### src/design/iasort_pkg.sv
// shared constants and types for the integer array sorter
package iasort_pkg;

    localparam int MAX_ELEMENTS = 64;
    localparam int CNT_W        = $clog2(MAX_ELEMENTS + 1);
    localparam int DATA_W       = 32;

    typedef enum logic [0:0] {
        ST_IDLE  = 1'b0,
        ST_DRAIN = 1'b1
    } iasort_state_t;

    // command broadcast to every cell of the chain
    typedef struct packed {
        logic insert;
        logic shift_out;
    } cell_ctl_t;

    // controller status seen by the top level
    typedef struct packed {
        logic [CNT_W-1:0] count;
        logic             draining;
    } ctrl_status_t;

endpackage

### src/design/iasort_cell.sv
// one insertion cell: holds one element and trades it with its neighbors
module iasort_cell
    import iasort_pkg::*;
(
    input  logic                     clk,
    input  logic                     rst_n,
    input  cell_ctl_t                ctl,
    input  logic signed [DATA_W-1:0] new_value,
    input  logic signed [DATA_W-1:0] left_value,
    input  logic                     left_valid,
    input  logic                     left_gt,
    input  logic signed [DATA_W-1:0] right_value,
    input  logic                     right_valid,
    output logic signed [DATA_W-1:0] value,
    output logic                     valid,
    output logic                     gt
);

    logic signed [DATA_W-1:0] value_reg;
    logic signed [DATA_W-1:0] value_next;
    logic                     valid_reg;
    logic                     valid_next;

    // an empty cell counts as greater, so a new element no smaller than all stored ones lands in the first free slot
    // equal values stay put, keeping arrival order among copies
    assign gt = !valid_reg || (value_reg > new_value);

    always_comb
    begin
        value_next = value_reg;
        valid_next = valid_reg;
        if (ctl.shift_out)
        begin
            value_next = right_value;
            valid_next = right_valid;
        end
        else if (ctl.insert)
        begin
            if (left_gt)
            begin
                value_next = left_value;
                valid_next = left_valid;
            end
            else if (gt)
            begin
                value_next = new_value;
                valid_next = 1'b1;
            end
        end
    end

    always_ff @(posedge clk or negedge rst_n)
    begin
        if (!rst_n)
        begin
            valid_reg <= 1'b0;
        end
        else
        begin
            valid_reg <= valid_next;
        end
    end

    always_ff @(posedge clk)
    begin
        value_reg <= value_next;
    end

    assign value = value_reg;
    assign valid = valid_reg;

endmodule

### config.mk
export PLATFORM = sky130hd
export DESIGN_NAME = iasort_cell
export DESIGN_NICKNAME = d
export VERILOG_FILES = /design/src/design/iasort_pkg.sv /design/src/design/iasort_cell.sv
export SDC_FILE = /design/constraint.sdc
export NUM_CORES = 1
export LEC_CHECK = 0
export BUFFER_PORTS_ARGS = -buffer_cell sky130_fd_sc_hd__clkbuf_2
export CORE_UTILIZATION = 49
export DETAILED_ROUTE_END_ITERATION = 8
export PLACE_DENSITY = 0.9
export SLEW_MARGIN = 20
export SYNTH_ARGS = -nofsm -noshare
export SYNTH_HDL_FRONTEND = slang
export SYNTH_SLANG_ARGS = --single-unit
### constraint.sdc
create_clock -name clk -period 5.76 [get_ports clk]
set_clock_uncertainty 0.1 [all_clocks]
set_input_delay 0.288 -clock clk [delete_from_list [all_inputs] [get_ports clk]]
set_output_delay 0.288 -clock clk [all_outputs]
set_load 0.005 [all_outputs]
# == Yosys cells after proc, flatten, opt, wreduce, memory -nomap -nowiden ==
# Index checks and enable logic that the tools add are counted.
# op_classes
order_cmp,1
n_mux,8
reduce_logical,5
# ops
op,count
$mux W32,4
$gt A32 B32 Y1,1
$mux W1,4
$reduce_bool A3 Y1,1
$reduce_and A2 Y1,1
$reduce_bool A2 Y1,1
$logic_not A1 Y1,1
$logic_or A1 B1 Y1,1
# word_totals
register_bits,33
inputBits,103
out_inout_bits,34
elab_cells,16

# == Depth between registers and ports, before layout ==
# Gate-level depths: netlist of run 1.
# depth
word_depth,6
ltp_mapped,8
depth_no_buf,8

# == Worst setup path before layout of run 1 ==
# Ideal clock, no wire load.
# synth_timing
kind,reg2reg
startpoint,register value_reg[31] (netlist: value[31])
endpoint,"register value_reg[0] (netlist: value[0]), enable pin"
setup_time_ns,0.421
t_arrival_ns,2.958
required_time_ns,5.239
setup_slack_ns,2.281
path_stages_with_launch,8
n_path_buf,0
period_less_slack_ns,3.479
path_cell_list,edfxtp_1 -> ha_1 -> nand4_2 -> nor4_4 -> and2b_1 -> o31a_2 -> a2111oi_1 -> nor2_1
# synth_between
elab_chain_len,4
# synth_lines
item,line_no,text
"start, declared",iasort_cell.sv:19,logic signed [DATA_W-1:0] value_reg;
"start signal, assigned",iasort_cell.sv:66,value_reg <= value_next;
$gt A32 B32 Y1,iasort_cell.sv:26,assign gt = !valid_reg || (value_reg > new_value);
$logic_or A1 B1 Y1,iasort_cell.sv:26,
$reduce_bool A3 Y1 (no line),n/a,
$reduce_and A2 Y1 (no line),n/a,
# No other way between the ends.
# A chain may end at the register's enable or synchronous reset.

# == Final worst setup path of run 1 ==
# layout_timing
startpoint,register value_reg[10] (netlist: value[10])
endpoint,"register value_reg[21] (netlist: value[21]), enable pin"
# The elaborated chain is that of the path after synthesis.

==> qor.yml, run 1 <==
cp_data_arrival_time_ns: 2.80
grt-ovfl-total: 0
postRouteAntennaNets: 0
finalCritPeriodShare_pct: 51.9
critPathTopFamily: "simple AND/OR/NAND/NOR gates"
final_core_utilization_pct: 69.4
period_needed_ns: 2.99
insertedDiodeCount: 0
setup_viol: 0
crit_type: "reg -> reg"
fp.dieW_um: 74.1
die-area_mm2: 0.00549
grt_pass1_wl_um: 9960
synth_edf_count: 32
cts_resized: 0
max_cap_violations: 0
met2WireLength_um: 3350
placement_rows: 25
initial_core_util_pct: 52.5
ff2ff_path_depth: 6
max-vdd-ir-drop_v: 0.000122
finalHoldViolations: 0
finalWeightedCongestion: 0.767
grtUsageTotal_pct: 23.9
fp.dieH_um: 74.1
rsz0062_at_grt: "no"
outcome: "complete, no violations"
synthesis.nets: 400
yosysMostFrequentCell: "nand2_1"
combPwrFrac_pct: 29.5
pwr-share-seq_pct: 45.8
drc: 0
final_nets: 533
crit_path_cell_trace: "ha_1 -> nand4_1 -> a2111oi_1 -> a211o_1 -> a2111oi_1 -> nor2_4"
cp.depth: 6
synth_area_mm2: 0.00255
p_int_uw: 480
yosysTopAreaCellShare_pct: 37.7
synth_top_flop_cell: "edfxtp_1"
area_growth_pct: 32.1
synthTopCellsByCount: "38 x nand2_1, 34 x o21ai_0, 33 x inv_1"
firstDrtPassIters: 4
p_per_area_mw_per_mm2: 203
postSynthCellCount: 265
slowest_stage: "nor2_4"
cts_buffers: 5
fillers: 375
fmax_mhz: 334
ys_ff_latch: 33
clk_pin_slew_ns: 0.07
whs_ns: 0.114
clk_path_buf_depth: 2
htree_levels: 2
path_buf_inv: 0
synth_async_sr_flop_share_pct: 3.03
synth.distinct_cells: 34
synth_top_area_cell: "edfxtp_1"
hp-class: "in -> reg"
port_buffers: 136
required_ns: 5.57
finalMaxSlewViolations: 0
syn_avg_cell_area_um2: 9.61
largest_register_ffs: 32
clkPwrFrac_pct: 24.7
antenna_found_initial: 0
dr_wl_met3_um: 307
maxUsedRoutingLayer: "met4"
vias: 2427
cts_sinks: 33
power.switching_uw: 203
floorplan.io_pins: 137
yosys_warnings: 0
slew_headroom_pct: 32.6
place_hpwl_um: 5150
crit_fanout: 32
cp-end-kind: "register"
cts-root-buf: "clkbuf_8"
yosys-top-cells-area: "edfxtp_1 38%, ha_1 16%, mux2i_1 13%, o21ai_0 6.7%, nand2_1 5.6%"
finalPower_uw: 684
final.setup.tns_ns: 0
max_stage_delay_ns: 0.75
switching_share_pct: 29.7
grt_max_degree: 69
tightest_slew_ns: 1.01
insertion_delay_ns: 0.28
layout-drive-gt1-share_pct: 37.3
worstSetupStartpointType: "register"
p_leak_uw: 0.00181
hold_depth: 3
core_mm2: 0.00485
routed_wl_um: 6420
synth_seq_area_share_pct: 38.7
wl_per_cell_um: 13.8
path_common_cell: "a2111oi_1"
met1_length_um: 2590
post-cts-setup-buffer-count: 0
viasPerCell: 5.21
drtIter0Drc: 83
tritoncts: "done"
grt_pass1_vias: 2353
==> placed cells by master (no fill, tap or decap), types with 2 or more instances in the layout <==
cell	instances
a2111oi_1	2
a21o_1	2
a21oi_1	13
buf_2	2
clkbuf_1	3
clkbuf_2	134
clkbuf_8	5
edfxtp_1	32
ha_1	32
inv_1	33
mux2i_1	32
nand2_1	38
nand3_1	3
nand4_1	7
nor2_1	4
o21ai_0	34
o22ai_1	2
==> final timing paths <==
check                                       to  slack [ns]                 from
max                        value[21]$_DFFE_PP_        2.77  value[10]$_DFFE_PP_
min                          valid$_DFFE_PN0P_        0.11          right_valid
max reg2reg                value[21]$_DFFE_PP_        2.77  value[10]$_DFFE_PP_
min reg2reg                  valid$_DFFE_PN0P_        0.57    valid$_DFFE_PN0P_
max in group asynchronous    valid$_DFFE_PN0P_        5.26                rst_n
min in group asynchronous    valid$_DFFE_PN0P_        0.21                rst_n
==> worst register-to-register path, stage by stage (launching register included) <==
cell and delay (ns):
edfxtp_1 0.41, ha_1 0.34, nand4_1 0.17, a2111oi_1 0.52, a211o_1 0.20, a2111oi_1 0.11, nor2_4 0.75
==> per-stage QoR <==
step / worst slack (ns) / area (um^2) / std cells
6_report: 2.77 / 3360 / 466
5_1_grt: 2.65 / 3360 / 466
4_1_cts: 2.77 / 3360 / 466
3_5_place_dp: 2.78 / 3270 / 457
3_3_place_gp: 2.80 / 3270 / 457
2_1_floorplan: 2.28 / 2550 / 265
==> cell type report <==
| class | count | area (um^2) | share of cell area, % |
|---|---|---|---|
| clock buffers | 8 | 80.1 | 2.38 |
| flip-flops and latches | 33 | 986 | 29.3 |
| multi-input cells | 188 | 1400 | 41.6 |
| repair buffers | 137 | 691 | 20.5 |
| inverters | 33 | 124 | 3.68 |
| well taps | 67 | 83.8 | 2.49 |
==> per-layer routing <==
metal / track usage (%) / vias up
met2: 44.5 / 92
met1: 26.0 / 1097
met3: 4.47 / 16
met5: 0 / -
li1: - / 1222
met4: 10.9 / 0
==> power by group through the flow <==
stage / clock [uW] / combinational [uW] / sequential [uW]
after floorplan: 0 / 106 / 319
after global placement: 0 / 193 / 317
after detailed placement: 0 / 201 / 319
after CTS: 171 / 203 / 314
after global routing: 183 / 227 / 316
final: 169 / 202 / 313
==> logic make-up after synthesis <==
kind of cell             share of synthesized area [%]
flip-flops                                        38.7
adder cells (fa/ha/maj)                           15.7
buffers and inverters                             6.63
AO/OA/AOI/OAI                                     14.3
AND/OR/NAND/NOR                                   12.0
multiplexers                                      12.6
==> repair_timing <==
item / in CTS / in global routing
setup endpoints to repair: 0 / 0
hold endpoints to repair: 1 / 0
hold buffers: 1 / 0
No activity file was read; power rests on OpenSTA's default activity.
==> inputs of run 2 (changes only) <==
--- a/config.mk
+++ b/config.mk
@@ -6,9 +6,9 @@
 export NUM_CORES = 1
 export LEC_CHECK = 0
 export BUFFER_PORTS_ARGS = -buffer_cell sky130_fd_sc_hd__clkbuf_2
-export CORE_UTILIZATION = 49
+export CORE_UTILIZATION = 41
 export DETAILED_ROUTE_END_ITERATION = 8
-export PLACE_DENSITY = 0.9
+export PLACE_DENSITY = 0.81
 export SLEW_MARGIN = 20
 export SYNTH_ARGS = -nofsm -noshare
 export SYNTH_HDL_FRONTEND = slang
==> constraint.sdc (replaced) <==
create_clock -name clk -period 2.7 [get_ports clk]
set_clock_uncertainty 0.1 [all_clocks]
set_input_delay 0.135 -clock clk [delete_from_list [all_inputs] [get_ports clk]]
set_output_delay 0.135 -clock clk [all_outputs]
set_load 0.005 [all_outputs]
==> run 2 against run 1 <==
Compared with the run above: non-clock buffer count increased by 25; utilization shrank 6.0 points; flip-flop and latch count unchanged; largest cell class unchanged; critical path depth up 3; combinational power rose to 2.7 times the previous value; clock power increased by 130%; fmax rose by 15%.
==> qor.yml, run 2 (synthesis results as in run 1) <==
insertion_delay_ns: 0.28
area_growth_pct: 48.3
finalMaxSlewViolations: 0
core_mm2: 0.00596
fmax_mhz: 386
final_cell_mix: "136 x clkbuf_2, 38 x nand2_1, 34 x o21ai_0"
initial_core_util_pct: 42.8
max_cap_violations: 0
cts_sinks: 33
cts-root-buf: "clkbuf_8"
grt_pass1_vias: 2308
vias: 2530
crit_path_cell_trace: "ha_1 -> nor2b_4 -> o211ai_2 -> a2111oi_2 -> a211o_1 -> a2111oi_4 -> buf_4 -> nor2_4 -> clkbuf_16"
antenna_found_initial: 0
largest_register_ffs: 32
grt_max_degree: 67
port_buffers: 136
grt-ovfl-total: 0
period_needed_ns: 2.59
wl_per_cell_um: 14.0
fillers: 516
final.setup.tns_ns: 0
post_dp_cell_area_mm2: 0.00341
combPwrFrac_pct: 33.7
setup_viol: 0
grt_pass1_wl_um: 9910
required_ns: 2.65
clk_pin_slew_ns: 0.07
tritoncts: "done"
cp_data_arrival_time_ns: 2.54
fp.dieH_um: 80.8
finalHoldViolations: 0
firstDrtPassIters: 4
cts_buffers: 5
finalWeightedCongestion: 0.768
crit_fanout: 8
viasPerCell: 5.06
p_int_uw: 1120
postRouteAntennaNets: 0
max_stage_delay_ns: 0.39
worstSetupStartpointType: "register"
final_nets: 559
clk_path_buf_depth: 2
tightest_slew_ns: 0.575
slew_headroom_pct: 61.7
power.switching_uw: 472
htree_levels: 2
floorplan.io_pins: 137
switching_share_pct: 29.6
pwr-share-seq_pct: 42.2
finalCritPeriodShare_pct: 95.9
whs_ns: 0.0290
grtUsageTotal_pct: 20.1
fp.dieW_um: 80.8
routed_wl_um: 6990
max-vdd-ir-drop_v: 0.000214
place_hpwl_um: 5180
slowest_stage: "edfxtp_1"
placement_rows: 28
layout-drive-gt1-share_pct: 44.2
clkPwrFrac_pct: 24.1
die-area_mm2: 0.00653
p_leak_uw: 0.00197
insertedDiodeCount: 0
p_per_area_mw_per_mm2: 423
fin_area_mm2: 0.00377
final_common_cell: "clkbuf_2"
drc: 0
crit_type: "reg -> reg"
outcome: "complete, no violations"
hp-class: "in -> reg"
drtIter0Drc: 77
cp-end-kind: "register"
==> run 2: cell types whose count changed in the layout (fill, tap and decap cells not counted), moves of 2 or more <==
cell,previous run,this run
a2111oi_1,2,0
clkbuf_2,134,136
buf_2,2,0
ha_4,0,8
ha_1,32,24
buf_12,0,2
buf_4,0,21
==> run 2: power groups by stage <==
stage	combinational (uW)	sequential (uW)	clock (uW)
final	538	674	385
after global routing	596	680	412
after CTS	478	667	390
after detailed placement	465	679	0
after global placement	451	674	0
after floorplan	228	679	0
==> run 2: timing repair <==
action | in CTS | in global routing
hold buffers | 2 | 0
cloned | 1 | 1
setup buffers | 0 | 7
pin swaps | 1 | 10
resized for setup | 3 | 13
hold endpoints to repair | 2 | 0
endpoints found under the setup margin | 32 | 32
==> run 2: path summary, 6_finish.rpt <==
path                            cells past startpoint            endpoint  slack, ns          startpoint
worst max register to register                      9  value[5]$_DFFE_PP_       0.11  value[1]$_DFFE_PP_
worst min-delay path                                3  value[8]$_DFFE_PP_       0.03      right_value[8]
worst max-delay path                                9  value[5]$_DFFE_PP_       0.11  value[1]$_DFFE_PP_
worst min register to register                      2   valid$_DFFE_PN0P_       0.59   valid$_DFFE_PN0P_
max in group asynchronous                           2   valid$_DFFE_PN0P_       2.35               rst_n
min in group asynchronous                           2   valid$_DFFE_PN0P_       0.07               rst_n
==> run 2: critical path, delay by kind of cell (launching register included) <==
kind | cells | cell delay [ns]
adders and majority gates | 1 | 0.34
DFF | 1 | 0.39
and+or+nand+nor | 2 | 0.20
AOI/OAI and AO/OA | 4 | 0.93
buffers and inverters | 2 | 0.38
==> run 2: final cells by class <==
class	count	area, um^2	share of cell area (%)
Multi-Input combinational cell	189	1560	41.3
Sequential cell	33	986	26.1
Timing Repair Buffer	162	923	24.5
Inverter	33	124	3.28
Tap cell	75	93.8	2.49
Clock buffer	8	90.1	2.39
==> run 2: per-layer routing <==
metal  wire length [um]  global-route usage [%]  part of all wire (%)  vias up
met5                  0                       0                     0        -
met3                408                    3.48                   5.8       13
met4                157                    7.68                   2.2        0
met1               2820                    22.3                    40     1143
li1                   -                       -                     -     1274
met2               3600                    37.7                    52      100
==> run 2: per-stage QoR <==
step	util [%]	worst slack, ns	power [uW]	std cells
after global routing	63.4	-0.0115	1690	500
after detailed placement	57.3	-0.208	1140	482
after global placement	57.3	-0.0643	1120	482
final	63.4	0.110	1600	500
after floorplan	-	0.0830	907	265
after CTS	59.6	0.0440	1540	493
