<file path="src/design/iasort_pkg.sv">
// shared constants and types for the integer array sorter
package iasort_pkg;

    localparam int MAX_ELEMENTS = 64;
    localparam int CNT_W        = $clog2(MAX_ELEMENTS + 1);
    localparam int DATA_W       = 32;

    typedef enum logic [0:0] {
        ST_IDLE  = 1'b0,
        ST_DRAIN = 1'b1
    } iasort_state_t;

    // command broadcast to every cell of the chain
    typedef struct packed {
        logic insert;
        logic shift_out;
    } cell_ctl_t;

    // controller status seen by the top level
    typedef struct packed {
        logic [CNT_W-1:0] count;
        logic             draining;
    } ctrl_status_t;

endpackage

</file>
<file path="src/design/iasort_ctrl.sv">
// batch controller: element count, overflow flag and drain sequencing
module iasort_ctrl
    import iasort_pkg::*;
(
    input  logic         clk,
    input  logic         rst_n,
    input  logic         start,
    input  logic         last_in,
    output logic         busy,
    output logic         strobe,
    output logic         last_out,
    output logic         overflow,
    output cell_ctl_t    ctl,
    output ctrl_status_t status
);

    iasort_state_t    state_reg;
    iasort_state_t    state_next;
    logic [CNT_W-1:0] cnt_reg;
    logic [CNT_W-1:0] cnt_next;
    logic             ovf_reg;
    logic             ovf_next;
    logic             accept;
    logic             full;

    assign accept = start && (state_reg == ST_IDLE);
    assign full   = (cnt_reg == CNT_W'(MAX_ELEMENTS));

    // next state
    always_comb
    begin
        state_next = state_reg;
        cnt_next   = cnt_reg;
        ovf_next   = ovf_reg;
        case (state_reg)
            ST_IDLE:
            begin
                if (accept)
                begin
                    if (full)
                    begin
                        ovf_next = 1'b1;
                    end
                    else
                    begin
                        cnt_next = cnt_reg + CNT_W'(1);
                    end
                    if (last_in)
                    begin
                        state_next = ST_DRAIN;
                    end
                end
            end
            ST_DRAIN:
            begin
                cnt_next = cnt_reg - CNT_W'(1);
                if (cnt_reg == CNT_W'(1))
                begin
                    state_next = ST_IDLE;
                    ovf_next   = 1'b0;
                end
            end
            default:
            begin
                state_next = ST_IDLE;
            end
        endcase
    end

    // outputs
    always_comb
    begin
        busy            = 1'b0;
        strobe          = 1'b0;
        last_out        = 1'b0;
        ctl.insert      = 1'b0;
        ctl.shift_out   = 1'b0;
        case (state_reg)
            ST_IDLE:
            begin
                ctl.insert = accept && !full;
            end
            ST_DRAIN:
            begin
                busy          = 1'b1;
                strobe        = 1'b1;
                last_out      = (cnt_reg == CNT_W'(1));
                ctl.shift_out = 1'b1;
            end
            default:
            begin
                busy = 1'b0;
            end
        endcase
    end

    assign overflow        = ovf_reg;
    assign status.count    = cnt_reg;
    assign status.draining = (state_reg == ST_DRAIN);

    always_ff @(posedge clk or negedge rst_n)
    begin
        if (!rst_n)
        begin
            state_reg <= ST_IDLE;
            cnt_reg   <= '0;
            ovf_reg   <= 1'b0;
        end
        else
        begin
            state_reg <= state_next;
            cnt_reg   <= cnt_next;
            ovf_reg   <= ovf_next;
        end
    end

    // a drain never starts or runs with nothing stored
    assert property (@(posedge clk) disable iff (!rst_n)
        (state_reg == ST_DRAIN) |-> (cnt_reg != '0))
        else $error("drain with empty store");

    // the overflow flag and the element count are cleared once a batch has gone out
    assert property (@(posedge clk) disable iff (!rst_n)
        (strobe && last_out) |=> (!ovf_reg && (cnt_reg == '0)))
        else $error("batch state not cleared after final result");

endmodule

</file>
<file path="config.mk">
export PLATFORM = sky130hd
export DESIGN_NAME = iasort_ctrl
export DESIGN_NICKNAME = d
export VERILOG_FILES = /design/src/design/iasort_pkg.sv /design/src/design/iasort_ctrl.sv
export SDC_FILE = /design/constraint.sdc
export NUM_CORES = 1
export LEC_CHECK = 0
export BUFFER_PORTS_ARGS = -buffer_cell sky130_fd_sc_hd__buf_4
export CORE_MARGIN = 5
export CORE_UTILIZATION = 39
export DETAILED_ROUTE_END_ITERATION = 6
export GPL_TIMING_DRIVEN = 0
export HOLD_SLACK_MARGIN = 0.1
export PLACE_DENSITY = 0.67
export SKIP_LAST_GASP = 1
export SLEW_MARGIN = 5
export SYNTH_ARGS = -nofsm -noshare
export SYNTH_HDL_FRONTEND = slang
export SYNTH_SLANG_ARGS = --single-unit
</file>
<file path="constraint.sdc">
create_clock -name clk -period 2.9 [get_ports clk]
set_input_delay 0.29 -clock clk [delete_from_list [all_inputs] [get_ports clk]]
set_output_delay 0.29 -clock clk [all_outputs]
set_load 0.03 [all_outputs]
</file>
Word level (Yosys, flattened, before mapping)
Index checks and enable logic that the tools add are counted.
Cells by class
  $add $sub $neg: 2
  equal/unequal tests: 6
  mux-type cells: 14
  bitwise logic cells: 1
  reduce and logical (&&, ||, !) cells: 5
Operators with widths (number)
  $mux W7: 2
  $pmux W7 S2: 1
  $mux W1: 9
  $add A7 B1 Y7 const B: 1
  $eq A7 B1 Y1 const B: 1
  $eq A7 B7 Y1 const B: 1
  $sub A7 B1 Y7 const B: 1
  $ne A2 B2 Y1 const B: 3
  $pmux W1 S2: 2
  $reduce_and A3 Y1: 1
  $logic_and A1 B1 Y1: 2
  $ne A2 B1 Y1 const B: 1
  $reduce_and A2 Y1: 1
  $logic_not A1 Y1: 1
  $not A1 Y1: 1
Storage, ports and cells
  bits in registers: 9
  input bits: 4
  logic and storage cells: 31

Depth between registers and ports, before layout
Gate-level depths: netlist (run 1).
  word-level depth: 4
  depth in mapped cells: 6
  mapped depth without buffers: 6

Worst setup path before layout (run 1)
Ideal clock, no wire load.
  path kind: register to register
  from: reg cnt_reg[0]
  to: reg cnt_reg[2]
  library setup time: 0.125 ns
  arrival: 1.841 ns
  data required time: 2.775 ns
  slack: 0.934 ns
  stages on the path, launching flop included: 6
  buffers on the path: 0
  period minus slack after synthesis: 1.966 ns
  cells stage by stage: dfrtp_1 inv_1 ha_1 a31oi_1 a22oi_1 xnor2_1
Between the ends
  longest elaborated chain between the ends: 4
Ends and longest elaborated chain
  start, declared: line iasort_ctrl.sv:19  | logic [CNT_W-1:0] cnt_reg;
  start signal, assigned: line iasort_ctrl.sv:112  | cnt_reg <= cnt_next;
  $add A7 B1 Y7: line iasort_ctrl.sv:46  | cnt_next = cnt_reg + CNT_W'(1);
  $mux W7: line iasort_ctrl.sv:40  | if (full)
  $mux W7: line iasort_ctrl.sv:38  | if (accept)
  $pmux W7 S2: line iasort_ctrl.sv:35  | case (state_reg)
Parallel ways exist; a longest one is shown, timed or not. The select of a mux whose other input is x is not followed.
A chain may end at the register's enable or synchronous reset.

Worst setup path in the final report (run 1)
  from: reg cnt_reg[4]
  to: out last_out
Between the ends
  longest elaborated chain between the ends: 2
Ends and longest elaborated chain
  $eq A7 B1 Y1: line iasort_ctrl.sv:87  | last_out = (cnt_reg == CNT_W'(1));
  $mux W1: line iasort_ctrl.sv:78  | case (state_reg)
  end, declared: line iasort_ctrl.sv:11  | output logic last_out,
Every way passes these cells.

==> impl_metrics.yaml, run 1 <==
worst_setup_path:
  crit_required_ns: 2.61
  cpPeakStageDelay_ns: 0.47
  endpoint_kind: "primary output"
  crit_chain: "nor4_2 > nand3b_1 > nor2_1 > buf_4"
  critPathTopFamily: "simple AND/OR/NAND/NOR gates"
  cp-start-kind: "flip-flop"
  ff2ff_setup_slack_ns: 1.26
  cp_slowest_cell: "dfrtp_1"
  r2r-end: "cnt_reg[1]$_DFFE_PN0P_"
  critical_path_peak_fanout: 7
  cp.arrival_ns: 1.63
  r2r_cells: 4
  path_class: "reg -> out"
  rr_startpoint: "cnt_reg[4]$_DFFE_PN0P_"
  critPathBufInv: 1
logic_synthesis:
  yosysWarnings: 0
  synth_xor_area_share_pct: 8.70
  synth_mux_area_share_pct: 3.31
  synth_cell_types: 30
  synth_top_family_by_area: "simple AND/OR/NAND/NOR gates"
  synth_seq_cells: 9
  synth_fa_ha_area_share_pct: 8.28
  netlist_instances: 63
  synth_nets: 71
  synth-compound-area-share_pct: 12.2
  syn_area_per_cell_um2: 9.59
  synth-simple-area-share_pct: 20.5
  ys_seq_area_share_pct: 37.3
  syn_area_um2: 604
pwr:
  power.switching_uw: 486
  power.share.sequential_pct: 28.3
  p_clk_share_pct: 10.5
  pwr-share-comb_pct: 61.2
  cellPowerDensity_mw_per_mm2: 1240
  power.static_leakage_nw: 0.386
  ir_drop_mv: 0.480
  power_uw: 978
  switching_share_pct: 49.7
  internal_power_uw: 492
sta:
  fmax_ghz: 0.521
  rsz0062_at_grt: "no"
  fin_skew_ns: 0.000658
  finalSetupViolCount: 0
  final_hold_viol_count: 0
  fin_crit_sh_pct: 66.2
  period_needed_ns: 1.92
  relSlewSlack_pct: 78.0
  worst_pin_slew_ns: 0.327
  fin_setup_tns_ns: 0
  setup_ws_ns: 0.979
  maxSlewViolCount: 0
global_routing:
  grt_usage_pct: 12.2
  antenna_found_initial: 0
  grt_pass1_wl_um: 2270
  grt_max_degree: 10
  grt_pass1_vias: 492
  overflow: 0
detailed_routing:
  route.met3.wl_um: 86
  drt-met1-wl_um: 622
  route.detailed.drc: 0
  drtPass1Iterations: 4
  drt-total-wl_um: 1350
  post_drt_wl_per_cell_um: 13.3
  top_layer: "met4"
  vias: 510
  drt_iter0_drc: 8
  vias_per_cell: 5.05
  antenna_left: 0
  met2WireLength_um: 606
clocking:
  clk_latency_ns: 0.27
  post-cts-setup-buffers: 0
  clock-sinks: 9
  cts.htree.levels: 1
  cts_root_buf: "clkbuf_4"
  cts_tree: "yes"
  clkTransAtPathRegs_ns: 0.07
  cts_buffer_depth: 2
  numCtsBuffers: 3
placed_design:
  place.gp.congestion: 0.742
  place_ws_ns: 1.27
  io_buffers: 17
  dp.cells: 96
  post-dp-hpwl_um: 1000
die:
  coreArea_mm2: 0.00149
  rows: 14
  die-area_mm2: 0.00244
  die_h_um: 49.4
  ios: 18
  start_util_pct: 40.6
  die_w_um: 49.4
cells_and_area:
  n_antenna_cell: 0
  instances_no_fill: 101
  largest_reg_flops: 7
  drive_gt1_share_pct: 37.6
  nNetsFinal: 94
  layout-area-overhead-vs-synth_pct: 30.4
  final_util_pct: 52.9
worst_hold_path:
  worstHoldPathCells: 3
  hp-start: "last_in"
  worstHoldPathType: "in -> reg"
  hold_path_end: "state_reg$_DFF_PN0_"
outcome:
  status: "completed"
job:
  drv_cap: 0
## tightest hold or removal path, delay by kind of cell
kind | cells | cell delay (ns)
buffers and inverters | 2 | 0.15
AOI/OAI and AO/OA | 1 | 0.08
## worst max path at each step
stage	start	endpoint	slack, ns	cells after the start
finish	cnt_reg[4]$_DFFE_PN0P_	last_out	0.98	4
global route	cnt_reg[4]$_DFFE_PN0P_	last_out	0.86	4
CTS	cnt_reg[3]$_DFFE_PN0P_	last_out	0.98	5
detailed placement	cnt_reg[4]$_DFFE_PN0P_	cnt_reg[1]$_DFFE_PN0P_	1.27	4
global placement	cnt_reg[3]$_DFFE_PN0P_	cnt_reg[1]$_DFFE_PN0P_	1.27	5
floorplan	cnt_reg[0]$_DFFE_PN0P_	cnt_reg[2]$_DFFE_PN0P_	0.93	5
## power by group through the flow
stage	logic, mW	clock network [mW]	registers [mW]
2_1_floorplan	0.302	0	0.387
3_3_place_gp	0.593	0	0.274
3_5_place_dp	0.602	0	0.279
4_1_cts	0.605	0.105	0.276
5_1_grt	0.648	0.112	0.291
6_report	0.599	0.103	0.277
## cells in the mapped netlist (all sizes together)
cell type | number | area [um2]
and3 | 1 | 6.26
xor2 | 4 | 35.0
nand2 | 5 | 18.8
ha | 4 | 50.1
nand4b | 1 | 8.76
o22a | 1 | 8.76
or4 | 2 | 18.8
a31oi | 1 | 6.26
inv | 4 | 15.0
nor2 | 5 | 21.3
mux2i | 2 | 20.0
o31a | 1 | 10.0
a22oi | 1 | 7.51
nand3b | 1 | 7.51
xnor2 | 2 | 17.5
dfrtp | 9 | 225
a21oi | 3 | 15.0
nand2b | 1 | 6.26
o21ai | 3 | 15.0
nor4 | 1 | 12.5
buf | 6 | 43.8
nor3 | 1 | 5.00
a41o | 1 | 11.3
nand4 | 3 | 18.8
## cell usage in the layout, fill, tap and decap left out, drive strengths merged, types with 3 or more instances in the layout
cell / count
a21oi: 3
buf: 23
clkbuf: 4
dfrtp: 9
ha: 4
inv: 4
nand2: 5
nand4: 3
nor2: 5
o21ai: 3
xor2: 4
## layer usage
| metal | GRT usage, % | vias up |
|---|---|---|
| met2 | 17.6 | 16 |
| met5 | 0 | - |
| met1 | 15.4 | 228 |
| li1 | - | 262 |
| met4 | 9.42 | 0 |
| met3 | 2.75 | 4 |
## per-stage QoR
stage	hold slack (ns)	instance area (um2)
4_1_cts	0.298	788
3_5_place_dp	0.124	752
5_1_grt	0.337	788
6_report	0.302	788
2_1_floorplan	-0.00559	604
3_3_place_gp	0.123	752
## kinds of logic (layout without fill, tap and decap cells)
family / after synthesis / count (layout)
compound gates: 11 / 11
xor+xnor: 6 / 6
fa+ha+maj: 4 / 4
buf+inv: 10 / 32
flops: 9 / 9
mux: 2 / 2
simple gates: 21 / 21
## final cells by class
cell class	instances	area (um2)
Timing Repair Buffer	18	138
Fill cell	143	701
Inverter	4	15.0
Tap cell	16	20.0
Buffer	6	43.8
Sequential cell	9	225
Clock buffer	4	26.3
Multi-Input combinational cell	44	320
## timing repair
action | in CTS | in global routing
resized for setup | 0 | 0
hold buffers | 1 | 0
hold endpoints to repair | 9 | 0
No activity file was read; power rests on OpenSTA's default activity.
==> run 2, diff against run 1 <==
Clock period 2.9 ns to 1.8 ns, I/O delays scaled along.
==> run 2 against run 1 <==
Net effect: non-clock buffer count is 2 higher; sequential share of layout area decreased by 1.0 points; via count up 3.9%; utilization rose by 2.0 points; largest power group unchanged.
==> impl_metrics.yaml, run 2 (synthesized netlist as in run 1, its figures left out) <==
worst_setup_path:
  path_class: "reg -> out"
  crit_required_ns: 1.62
  critical_path_peak_fanout: 7
  cp_slowest_cell: "dfrtp_1"
  crit_path_frequent_cell: "buf_4"
  crit_chain: "buf_6 > nor4_4 > buf_4 > a31oi_2 > buf_4"
  ff2ff_setup_slack_ns: 0.14
  cp.arrival_ns: 1.56
  r2r_cells: 4
  rr_startpoint: "cnt_reg[4]$_DFFE_PN0P_"
  r2r-end: "cnt_reg[1]$_DFFE_PN0P_"
  cp-start-kind: "flip-flop"
  endpoint_kind: "primary output"
  cpPeakStageDelay_ns: 0.38
sta:
  relSlewSlack_pct: 81.2
  maxSlewViolCount: 0
  fmax_ghz: 0.576
  fin_skew_ns: 0.00281
  rsz0062_at_grt: "no"
  final_hold_viol_count: 0
  finalSetupViolCount: 0
  worst_pin_slew_ns: 0.282
  fin_crit_sh_pct: 96.4
  period_needed_ns: 1.74
  setup_ws_ns: 0.0650
  fin_setup_tns_ns: 0
die:
  die_w_um: 49.4
  die-area_mm2: 0.00244
  rows: 14
  start_util_pct: 40.6
  ios: 18
  coreArea_mm2: 0.00149
  die_h_um: 49.4
cells_and_area:
  seqCellArea_um2: 225
  final_common_cell: "buf_4"
  largest_reg_flops: 7
  final_cell_mix: "buf_4, dfrtp_1, nand2_1"
  layout-area-overhead-vs-synth_pct: 35.4
  drive_gt1_share_pct: 40.2
  fill_cells: 140
  instances_no_fill: 103
  nNetsFinal: 96
  n_antenna_cell: 0
  multi_input_area_um2: 335
global_routing:
  grt_max_degree: 10
  antenna_found_initial: 0
  met1_usage_pct: 14.4
  grt_use_met3_pct: 4.28
  grt_usage_pct: 12.0
  grt_pass1_vias: 491
  top_usage_layer: "met2"
  overflow: 0
  met2_usage_pct: 17.0
  grt_pass1_wl_um: 2220
pwr:
  power.static_leakage_nw: 0.397
  power.switching_uw: 807
  power.share.sequential_pct: 27.9
  power_mw: 1.62
  pwr-share-comb_pct: 62.0
  cellPowerDensity_mw_per_mm2: 1970
  ir_drop_mv: 0.823
  internal_power_uw: 809
  p_clk_share_pct: 10.1
  switching_share_pct: 49.9
clocking:
  cts_root_buf: "clkbuf_4"
  clock-sinks: 9
  cts_buffer_depth: 2
  cts_tree: "yes"
  cts.htree.levels: 1
  numCtsBuffers: 3
  clkTransAtPathRegs_ns: 0.06
  clk_latency_ns: 0.27
worst_hold_path:
  hp-start: "last_in"
  worstHoldPathType: "in -> reg"
  worstHoldPathCells: 3
  hold_path_end: "state_reg$_DFF_PN0_"
placed_design:
  dp.cells: 96
  place_ws_ns: 0.169
  place.gp.congestion: 0.739
  io_buffers: 17
  post-dp-hpwl_um: 990
job:
  drv_cap: 0
detailed_routing:
  drt_iter0_drc: 9
  post_drt_wl_per_cell_um: 13.1
  antenna_left: 0
  vias_per_cell: 5.15
  route.detailed.drc: 0
  drt-total-wl_um: 1350
  drtPass1Iterations: 3
  vias: 530
outcome:
  status: "completed"
==> run 2: cell count changes in the layout (fill, tap and decap cells not counted), sizes merged <==
cell  before  now
buf       23   25
==> run 2: final cells by class <==
cell class,count,area share [%]
Buffer,6,5.35
Clock buffer,4,3.21
Inverter,4,1.83
Multi-Input combinational cell,44,41.0
Sequential cell,9,27.5
Tap cell,16,2.45
Timing Repair Buffer,20,18.7
==> run 2: how the worst max path moves through the flow <==
stage / end / cells past startpoint / startpoint
3_3_place_gp: cnt_reg[1]$_DFFE_PN0P_ / 5 / cnt_reg[3]$_DFFE_PN0P_
4_1_cts: last_out / 4 / cnt_reg[4]$_DFFE_PN0P_
3_5_place_dp: cnt_reg[1]$_DFFE_PN0P_ / 5 / cnt_reg[3]$_DFFE_PN0P_
6_report: ctl[1] / 5 / cnt_reg[3]$_DFFE_PN0P_
2_1_floorplan: last_out / 4 / cnt_reg[3]$_DFFE_PN0P_
5_1_grt: ctl[1] / 5 / cnt_reg[3]$_DFFE_PN0P_
==> run 2: metrics by stage <==
stage	instance area (um2)	hold WS, ns	utilization [%]
after floorplan	611	-0.116	-
after global placement	758	0.0129	50.9
after detailed placement	758	0.0136	50.9
after CTS	803	0.188	53.9
after global routing	818	0.204	55.0
final	818	0.186	55.0
==> run 2: worst max-delay path: cells and delay by family (launching register included) <==
kind            cells  cell delay [ns]
compound gates      1             0.10
simple gates        1             0.31
flops               1             0.38
buf+inv             3             0.49
==> run 2: metal layers <==
layer | wire length (um) | up-vias
met3 | 103 | 5
met2 | 591 | 15
li1 | - | 269
met4 | 43 | 0
met5 | 0 | -
met1 | 611 | 241
==> run 2: power groups by stage <==
stage          Combinational (mW)  Sequential (mW)  Clock [mW]
2_1_floorplan               0.492            0.625           0
3_3_place_gp                0.962            0.443           0
3_5_place_dp                0.979            0.448           0
4_1_cts                     0.998            0.453       0.167
5_1_grt                      1.09            0.471       0.177
6_report                     1.00            0.451       0.163
==> run 2: repair_timing <==
item / 4_1_cts / 5_1_grt
setup buffers: 0 / 2
hold buffers: 1 / 0
setup endpoints to repair: 1 / 1
gates resized for setup: 1 / 0
endpoints found under the hold margin: 9 / 0
gates cloned: 0 / 0
pin swaps: 0 / 2
==> run 3, diff against run 2 <==
Settings changed: ABC_CLOCK_PERIOD_IN_PS from default to 1750.
Clock period 1.8 ns to 1.75 ns, I/O delays scaled along.
==> run 3 against run 2 <==
Net effect: final cell count rose by 2.9%; critical path depth is the same; sequential share of layout area shrank 1.2 points; largest cell class unchanged; power is 7.4% higher; sequential cell count unchanged; sequential power grew 4.9%; combinational power rose by 9%; setup slack got worse by 0.0078 ns; largest power group unchanged; register-to-register slack worse by 0.04 ns.
==> impl_metrics.yaml, run 3 (synthesized netlist as in run 1, its figures left out) <==
detailed_routing:
  antenna_left: 0
  vias: 542
  drt_iter0_drc: 6
  vias_per_cell: 5.11
  drt-total-wl_um: 1380
  post_drt_wl_per_cell_um: 13.0
  route.detailed.drc: 0
  drtPass1Iterations: 4
clocking:
  cts_tree: "yes"
  cts_root_buf: "clkbuf_4"
  clk_latency_ns: 0.27
  clock-sinks: 9
  clkTransAtPathRegs_ns: 0.06
  cts_buffer_depth: 2
  cts.htree.levels: 1
  numCtsBuffers: 3
cells_and_area:
  n_antenna_cell: 0
  final_cell_mix: "buf_4, dfrtp_1, nand2_1"
  final_util_pct: 57.8
  nNetsFinal: 99
  largest_reg_flops: 7
  layout-area-overhead-vs-synth_pct: 42.4
  final_common_cell: "buf_4"
  drive_gt1_share_pct: 43.3
sta:
  finalSetupViolCount: 0
  period_needed_ns: 1.69
  final_hold_viol_count: 0
  worst_pin_slew_ns: 0.281
  rsz0062_at_grt: "yes"
  maxSlewViolCount: 0
  fin_crit_sh_pct: 96.7
  relSlewSlack_pct: 81.2
  fmax_ghz: 0.591
  fin_skew_ns: 0.00295
job:
  drv_cap: 0
worst_setup_path:
  critical_path_peak_fanout: 7
  endpoint_kind: "primary output"
  ff2ff_setup_slack_ns: 0.10
  rr_startpoint: "cnt_reg[4]$_DFFE_PN0P_"
  cp-start-kind: "flip-flop"
  r2r_cells: 4
  cp_slowest_cell: "dfrtp_1"
  crit_chain: "buf_6 > nor4_4 > nand3b_1 > nor2_1 > buf_4"
  crit_required_ns: 1.57
  r2r-end: "cnt_reg[1]$_DFFE_PN0P_"
  cpPeakStageDelay_ns: 0.39
  path_class: "reg -> out"
  cp.arrival_ns: 1.52
worst_hold_path:
  hold_path_end: "state_reg$_DFF_PN0_"
  worstHoldPathCells: 3
  worstHoldPathType: "in -> reg"
  hp-start: "last_in"
die:
  die_h_um: 49.4
  rows: 14
  die-area_mm2: 0.00244
  die_w_um: 49.4
  coreArea_mm2: 0.00149
  ios: 18
  start_util_pct: 40.6
placed_design:
  io_buffers: 17
  place.gp.congestion: 0.739
  post-dp-hpwl_um: 990
global_routing:
  antenna_found_initial: 0
  grt_usage_pct: 12.1
  grt_pass1_wl_um: 2250
  overflow: 0
  grt_pass1_vias: 498
  grt_max_degree: 10
outcome:
  status: "completed"
pwr:
  power_mw: 1.74
  power.static_leakage_nw: 0.412
  cellPowerDensity_mw_per_mm2: 2020
  ir_drop_mv: 0.870
==> run 3: worst max-delay path by stage <==
stage | from | to | slack [ns]
final | cnt_reg[2]$_DFFE_PN0P_ | last_out | 0.06
after global routing | cnt_reg[2]$_DFFE_PN0P_ | last_out | -0.05
after CTS | cnt_reg[3]$_DFFE_PN0P_ | last_out | 0.03
after detailed placement | cnt_reg[3]$_DFFE_PN0P_ | cnt_reg[1]$_DFFE_PN0P_ | 0.12
after global placement | cnt_reg[3]$_DFFE_PN0P_ | cnt_reg[1]$_DFFE_PN0P_ | 0.12
after floorplan | cnt_reg[3]$_DFFE_PN0P_ | last_out | -0.01
==> run 3: repair_timing <==
| action | CTS | global route |
|---|---|---|
| pin swaps | 2 | 4 |
| hold buffers | 1 | 0 |
| endpoints found under the setup margin | 1 | 2 |
| buffers inserted | 1 | 4 |
| hold endpoints to repair | 9 | 0 |
| gates resized for setup | 1 | 6 |
==> run 3: critical path: cells and delay by family, from the launching register on <==
family,cells,cell delay (ns)
flip-flops,1,0.39
buffers and inverters,2,0.30
AND/OR/NAND/NOR,3,0.57
==> run 3: through the flow <==
step | setup slack (ns) | std cells | instance area [um2] | TNS [ns] | hold WS [ns]
detailed placement | 0.119 | 96 | 758 | 0 | 0.00863
CTS | 0.0321 | 102 | 811 | 0 | 0.183
finish | 0.0572 | 106 | 861 | 0 | 0.183
global placement | 0.121 | 96 | 758 | 0 | 0.00794
floorplan | -0.0135 | 63 | 611 | -0.0135 | -0.121
global route | -0.0509 | 106 | 861 | -0.0610 | 0.201
==> run 3: layout make-up <==
| type | count | area, um2 |
|---|---|---|
| fill | 137 | 628 |
| buffer | 6 | 50.0 |
| timing repair buffer | 23 | 179 |
| multi-input combinational | 44 | 344 |
| inverter | 4 | 15.0 |
| sequential | 9 | 226 |
| clock buffer | 4 | 26.3 |
| tap | 16 | 20.0 |
==> run 3: layer usage <==
| metal | share of wire [%] | global-route usage, % | vias to the layer above |
|---|---|---|---|
| li1 | - | - | 273 |
| met1 | 45 | 14.4 | 247 |
| met2 | 44 | 17.4 | 17 |
| met3 | 8.0 | 4.28 | 5 |
| met4 | 3.1 | 9.42 | 0 |
| met5 | 0 | 0 | - |
==> run 3: power breakdown <==
| group | switching (mW) | total [mW] | internal (mW) |
|---|---|---|---|
| Combinational | 0.617 | 1.09 | 0.478 |
| Clock | 0.0795 | 0.168 | 0.0883 |
| Sequential | 0.156 | 0.473 | 0.318 |
| Total | 0.852 | 1.74 | 0.884 |
